[src/rtl/ttt_pkg.sv]
// Shared types and constants for the trapezoid travel time unit.
// No dependencies; imported by every module of the block.
`timescale 1ns / 1ps
`default_nettype none

package ttt_pkg;

    localparam int D_W     = 24;  // distance / velocity field width
    localparam int VI_W    = 25;  // start velocity after capping (signed)
    localparam int SQ_IN_W = 52;  // square root operand width
    localparam int SQ_W    = 26;  // square root result width
    localparam int NUM_W   = 51;  // dividend width
    localparam int DEN_W   = 49;  // divisor width
    localparam int T_W     = 32;  // time result width
    localparam int PROF_W  = 2;

    typedef enum logic [0:0] {
        CFG_SPEED_LIMIT = 1'b0,
        CFG_ACCEL_LIMIT = 1'b1
    } ttt_cfg_t;

    typedef enum logic [PROF_W-1:0] {
        PROF_REACH  = 2'd0,
        PROF_TRI    = 2'd1,
        PROF_CRUISE = 2'd2
    } ttt_prof_t;

    // which formula an item follows through the pipeline
    typedef enum logic [1:0] {
        CASE_ACCEL,
        CASE_DECEL,
        CASE_TRI,
        CASE_CRUISE
    } ttt_case_t;

    // carried alongside the square root
    typedef struct packed {
        ttt_case_t              sel;
        logic signed [VI_W-1:0] vi;
        logic [D_W-1:0]         vf;
        logic [NUM_W-1:0]       num;
        logic [DEN_W-1:0]       den;
    } ttt_side_t;

    // one divider stage: partial remainder, dividend bits shifting out at the
    // top while quotient bits shift in at the bottom
    typedef struct packed {
        logic [DEN_W-1:0] rem;
        logic [T_W-1:0]   bits;
        logic [DEN_W-1:0] den;
        logic             sat;
        ttt_prof_t        prof;
    } ttt_div_t;

endpackage

`default_nettype wire

[src/rtl/ttt_isqrt_pipe.sv]
// Pipelined floored integer square root, one result bit per stage.
// Depends on ttt_pkg.
`timescale 1ns / 1ps
`default_nettype none

module ttt_isqrt_pipe
    import ttt_pkg::*;
(
    input  wire logic               aclk,
    input  wire logic               aresetn,
    input  wire logic               adv,
    input  wire logic               in_valid,
    input  wire logic [SQ_IN_W-1:0] in_op,
    input  wire ttt_side_t          in_side,
    output logic                    out_valid,
    output logic [SQ_W-1:0]         out_root,
    output ttt_side_t               out_side
);

    logic [SQ_W-1:0]    val_reg;
    logic [SQ_W-1:0]    val_next;
    logic [SQ_IN_W-1:0] x_reg    [SQ_W];
    logic [SQ_IN_W-1:0] x_next   [SQ_W];
    logic [SQ_IN_W-1:0] res_reg  [SQ_W];
    logic [SQ_IN_W-1:0] res_next [SQ_W];
    ttt_side_t          side_reg [SQ_W];
    ttt_side_t          side_next[SQ_W];

    always_comb begin
        logic [SQ_IN_W-1:0] xp;
        logic [SQ_IN_W-1:0] rp;
        logic [SQ_IN_W-1:0] bitv;
        logic [SQ_IN_W-1:0] trial;
        for (int k = 0; k < SQ_W; k++) begin
            if (k == 0) begin
                xp           = in_op;
                rp           = '0;
                val_next[k]  = in_valid;
                side_next[k] = in_side;
            end else begin
                xp           = x_reg[k-1];
                rp           = res_reg[k-1];
                val_next[k]  = val_reg[k-1];
                side_next[k] = side_reg[k-1];
            end
            bitv  = SQ_IN_W'(1) << (2 * (SQ_W - 1 - k));
            trial = rp + bitv;
            if (xp >= trial) begin
                x_next[k]   = xp - trial;
                res_next[k] = (rp >> 1) + bitv;
            end else begin
                x_next[k]   = xp;
                res_next[k] = rp >> 1;
            end
        end
    end

    always_ff @(posedge aclk) begin
        if (!aresetn) begin
            val_reg <= '0;
        end else if (adv) begin
            val_reg <= val_next;
        end
    end

    always_ff @(posedge aclk) begin
        if (adv) begin
            x_reg    <= x_next;
            res_reg  <= res_next;
            side_reg <= side_next;
        end
    end

    assign out_valid = val_reg[SQ_W-1];
    assign out_root  = res_reg[SQ_W-1][SQ_W-1:0];
    assign out_side  = side_reg[SQ_W-1];

endmodule

`default_nettype wire

[config.mk]
export PLATFORM = sky130hd
export DESIGN_NAME = ttt_isqrt_pipe
export DESIGN_NICKNAME = d
export VERILOG_FILES = /design/src/rtl/ttt_pkg.sv /design/src/rtl/ttt_isqrt_pipe.sv
export SDC_FILE = /design/constraint.sdc
export NUM_CORES = 2
export LEC_CHECK = 0
export BUFFER_PORTS_ARGS = -buffer_cell sky130_fd_sc_hd__buf_2
export CAP_MARGIN = 20
export CORE_MARGIN = 8
export CORE_UTILIZATION = 40
export CTS_CLUSTER_DIAMETER = 60
export DETAILED_ROUTE_END_ITERATION = 12
export PLACE_DENSITY_LB_ADDON = 0.08
export SLEW_MARGIN = 20
export SYNTH_ARGS = -nofsm -noshare
export SYNTH_HDL_FRONTEND = slang
export SYNTH_SLANG_ARGS = --single-unit
export TNS_END_PERCENT = 30
[constraint.sdc]
create_clock -name aclk -period 3.38 [get_ports aclk]
set_input_delay 0.676 -clock aclk [delete_from_list [all_inputs] [get_ports aclk]]
set_output_delay 0.676 -clock aclk [all_outputs]
set_load 0.03 [all_outputs]
After elaboration in Yosys (flattened, before gate mapping)
Cells that the tools add are included.
{ "classes": {"order_cmp": 26, "muxes": 51, "add_sub_neg": 75} }
{ "op_table": {"columns": ["operator", "count"], "rows": [
  ["52-bit greater-or-equal comparator", 25],
  ["52-bit two-way mux", 25],
  ["51-bit two-way mux", 25],
  ["52-bit subtractor", 24],
  ["51-bit by 11-bit adder with 52-bit output, second input constant", 1],
  ["51-bit by 13-bit adder with 52-bit output, second input constant", 1],
  ["51-bit by 15-bit adder with 52-bit output, second input constant", 1],
  ["51-bit by 17-bit adder with 52-bit output, second input constant", 1],
  ["51-bit by 19-bit adder with 52-bit output, second input constant", 1],
  ["51-bit by 21-bit adder with 52-bit output, second input constant", 1],
  ["51-bit by 23-bit adder with 52-bit output, second input constant", 1],
  ["51-bit by 25-bit adder with 52-bit output, second input constant", 1],
  ["51-bit by 27-bit adder with 52-bit output, second input constant", 1],
  ["51-bit by 29-bit adder with 52-bit output, second input constant", 1],
  ["51-bit by 3-bit adder with 52-bit output, second input constant", 1],
  ["51-bit by 31-bit adder with 52-bit output, second input constant", 1],
  ["51-bit by 33-bit adder with 52-bit output, second input constant", 1],
  ["51-bit by 35-bit adder with 52-bit output, second input constant", 1],
  ["51-bit by 37-bit adder with 52-bit output, second input constant", 1],
  ["51-bit by 39-bit adder with 52-bit output, second input constant", 1],
  ["51-bit by 41-bit adder with 52-bit output, second input constant", 1],
  ["51-bit by 43-bit adder with 52-bit output, second input constant", 1],
  ["51-bit by 45-bit adder with 52-bit output, second input constant", 1],
  ["51-bit by 47-bit adder with 52-bit output, second input constant", 1],
  ["other kinds (33)", 33]
]} }
{ "totals": {"register_bits": 6578, "output_inout_bits": 178} }

Longest topological paths before layout
{ "depth": {"ltp_word": 3, "mapped_depth": 16, "ltp_nobuf": 13} }

Worst setup path after synthesis
No wires, ideal clock.
{ "synth_path": {"kind": "reg-to-reg", "start": "reg x_reg[220] (netlist bit)", "end": "reg x_reg[205] (netlist bit) (data pin)", "stages_incl_launch_ff": 14, "path_buffers": 3, "arrival_ps": 3233, "setup_ps": 271, "setup_slack_ps": -124, "period_less_slack_ps": 3504, "cell_sequence": "edfxtp_1 > ha_1 > or4b_1 > nor4_1 > nand3_1 > o2111a_1 > a22o_1 > buf_2 > or2_2 > clkbuf_1 > or4_1 > clkbuf_1 > nor4_1 > xor2_1"} }
{ "synth_rtl": {"columns": ["item", "line_no", "source"], "rows": [
  ["start: declaration", "ttt_isqrt_pipe.sv:22", "logic [SQ_IN_W-1:0] x_reg [SQ_W];"],
  ["start signal: assignment", "ttt_isqrt_pipe.sv:68", "x_reg <= x_next;"]
]} }

==> summary.txt <==
Outcome
  • Status: finished with violations
  • Failing checks: setup timing

Setup path
  • Setup crit start kind: register
  • Critical Path RT: 4.13 ns
  • Critical Path AT: 4.23 ns
  • Worst setup path class: reg -> reg
  • Cell count of the worst reg-to-reg path: 10
  • Setup crit end kind: register
  • Crit-path max cell delay: 0.54 ns
  • CP max FO: 3
  • R2R setup slack: -0.11 ns
  • CP max stage cell: or4b_4
  • Worst-path cell chain: ha_4 -> or4b_4 -> nor4_4 -> nand3_2 -> o2111a_1 -> a22o_4 -> or4b_4 -> or4_4 -> buf_6 -> xnor2_1
  • Most numerous cell on the critical path: or4b_4

Global routing
  • Vias in the first global route: 95,540
  • Tot GR Track Use: 12.34%
  • Initial antenna violation count: 6
  • First-pass GRT wire length: 520,800 um
  • Largest net degree at the start of global routing: 129
  • Grt total ovfl: 0

Floorplanning
  • Chip height: 717.9 um
  • CORE AREA: 492,300 um^2
  • Num rows: 258
  • Initial Util: 40.03%
  • DIE AREA: 515,400 um^2
  • IO Pins: 385
  • Chip width: 717.9 um

Cells and area
  • Nets: 12,610
  • Most frequent cells in the layout: edfxtp_1 (5,577), buf_4 (688), clkbuf_16 (623)
  • Largest register FFs: 3,775
  • Most common cell after layout, fill and taps aside: edfxtp_1
  • Post-route cell area: 236,600 um^2
  • Post-Layout Cell Count: 19,030
  • Syn-to-layout area delta: 20.05%
  • Share of layout cells above drive strength 1: 18.34%

Detailed routing
  • Drt pass-1 iters: 5
  • WL per Instance: 17.32 um
  • Total Wirelength: 329,600 um
  • Post-route DRC: 0
  • Initial DRC Count: 5,902
  • Avg Vias per Cell: 4.733
  • Remaining antenna violation count: 0
  • Vias: 90,060

Clocking
  • Clock buffer depth: 4
  • CTS clk-pin slew, worst paths: 0.06 ns
  • Root buffer cell: clkbuf_16
  • Worst skew pair latency: 1.03 ns
  • Clock Sinks: 5,603
  • CTS tree: yes
  • H-tree depth: 6
  • CTS Buf Count: 619

Logic synthesis
  • Synthesized area per cell: 19.42 um^2
  • Most used DFF post-synth: edfxtp_1
  • Post-Syn Area: 197,100 um^2
  • Cells after Synth: 10,150
  • Yosys cell types: 86
  • Synth Net Count: 10,730
  • Seq/Total Area, Yosys: 85.24%
  • Yosys reg bits: 5,603
  • Ys async rst share: 0%
  • Syn. warnings: 0
  • Post-synth EDFFs: 5,577

Worst hold path
  • Worst Hold Path Cells: 2
  • Hold Path Class: in -> reg

Timing
  • Worst slew margin: 44.34%
  • Maximum clock frequency: 286.9 MHz
  • Clk_skew: 0.07651 ns
  • TNS Setup: -0.1219 ns
  • Post-route setup slack: -0.1051 ns
  • Final Max Slew Viols: 0
  • Final Hold Vio Count: 0
  • Endpoints failing setup: 2
  • Final cycle utilization of the critical path: 103.1%
  • RSZ-0062 raised after global routing: yes
  • Fin crit period: 3.485 ns
  • Worst Tran Pin Value: 0.8349 ns

Place
  • Routability cong.: 0.8964
  • Area post-placement: 213,400 um^2
  • Pre-CTS setup slack: -0.2876 ns
  • HPWL after detailed placement: 214,500 um
  • Placed cells: 17,670
  • Quantity of I/O buffers inserted on ports: 384

Power
  • Worst VDD drop: 0.4976 mV
  • Total power draw: 163,400 uW
  • Pleak: 0.08472 uW
  • Pwr/cell area: 690.5 nW/um^2

Run
  • Max-cap violations: 0
worst max-delay path, delay by kind of cell (launching register included):
| family | cells | cell delay, ns |
|---|---|---|
| and+or+nand+nor | 5 | 1.84 |
| buffers and inverters | 1 | 0.14 |
| DFF | 1 | 0.42 |
| AOI/OAI and AO/OA | 2 | 0.41 |
| xor gates and xnor gates | 1 | 0.11 |
| adders and majority gates | 1 | 0.29 |
worst paths after layout:
path | to | startpoint
max | x_reg[202] | x_reg[220]
max reg2reg | x_reg[202] | x_reg[220]
min | side_next[3700] | in_side[76]
min reg2reg | side_next[919] | side_next[1070]
final cells by class:
class,instances,area [um^2]
Antenna cell,2,5.005
Clock inverter,372,3557
Tap cell,6500,8133
Sequential cell,5603,168000
Timing Repair Buffer,1372,10970
Fill cell,40500,255700
Multi-Input combinational cell,3954,28090
Inverter,480,1805
Clock buffer,745,16050
Timing Repair inverter,1,7.507
what timing repair did:
item,CTS,global route
gates resized for setup,74,183
endpoints found under the setup margin,175,303
hold endpoints to repair,232,0
buffers inserted,6,25
pin swaps,16,53
gates cloned,1,3
hold buffers,208,0
metal layers:
layer  global-route usage (%)  up-vias  routed length [um]
li1                         -    43290                   -
met1                    14.49    44320              135400
met2                    22.12     1620              167500
met3                    2.342      824               12930
met4                    5.181        0               13770
met5                        0        -                   0
cell usage after synthesis (all sizes together), types with 27 or more instances:
cell type | number | area [um^2]
edfxtp | 5577 | 167500
inv | 479 | 1798
nand2 | 406 | 1524
nor2 | 394 | 1479
ha | 373 | 4667
a21oi | 352 | 1762
o21ai | 292 | 1465
xnor2 | 274 | 2400
xor2 | 268 | 2347
nor4 | 205 | 1295
a21o | 167 | 1254
nor3 | 160 | 805.8
clkbuf | 94 | 352.8
nand3 | 88 | 440.4
o21a | 82 | 615.6
nor2b | 79 | 494.2
nand4 | 75 | 469.2
nand2b | 73 | 464.2
or3 | 50 | 312.8
o31ai | 48 | 374.1
or4 | 48 | 364.1
mux2 | 46 | 518.0
mux2i | 37 | 370.4
a31oi | 36 | 225.2
and3 | 33 | 206.5
nor4b | 28 | 245.2
o21bai | 28 | 210.2
a21boi | 27 | 202.7
power by group:
group	internal, uW	switching [uW]
registers	82900	2600
logic	6220	8170
clock network	36600	26800
total	126000	37600
cell families after synthesis:
family,share of synthesized area [%]
multiplexers,0.4508
buffers and inverters,1.134
AO/OA/AOI/OAI,3.750
XOR/XNOR,2.409
flip-flops,85.24
AND/OR/NAND/NOR,4.649
adder cells (fa/ha/maj),2.368
per-stage QoR:
step | hold slack, ns | utilization [%]
final | 0.3502 | 48.06
after global routing | 0.2244 | 48.06
after CTS | 0.1918 | 47.84
after detailed placement | 0.4045 | 43.36
after global placement | 0.4002 | 43.35
after floorplan | 0.4003 | -
Note: power is estimated with default switching activity, not from simulation.
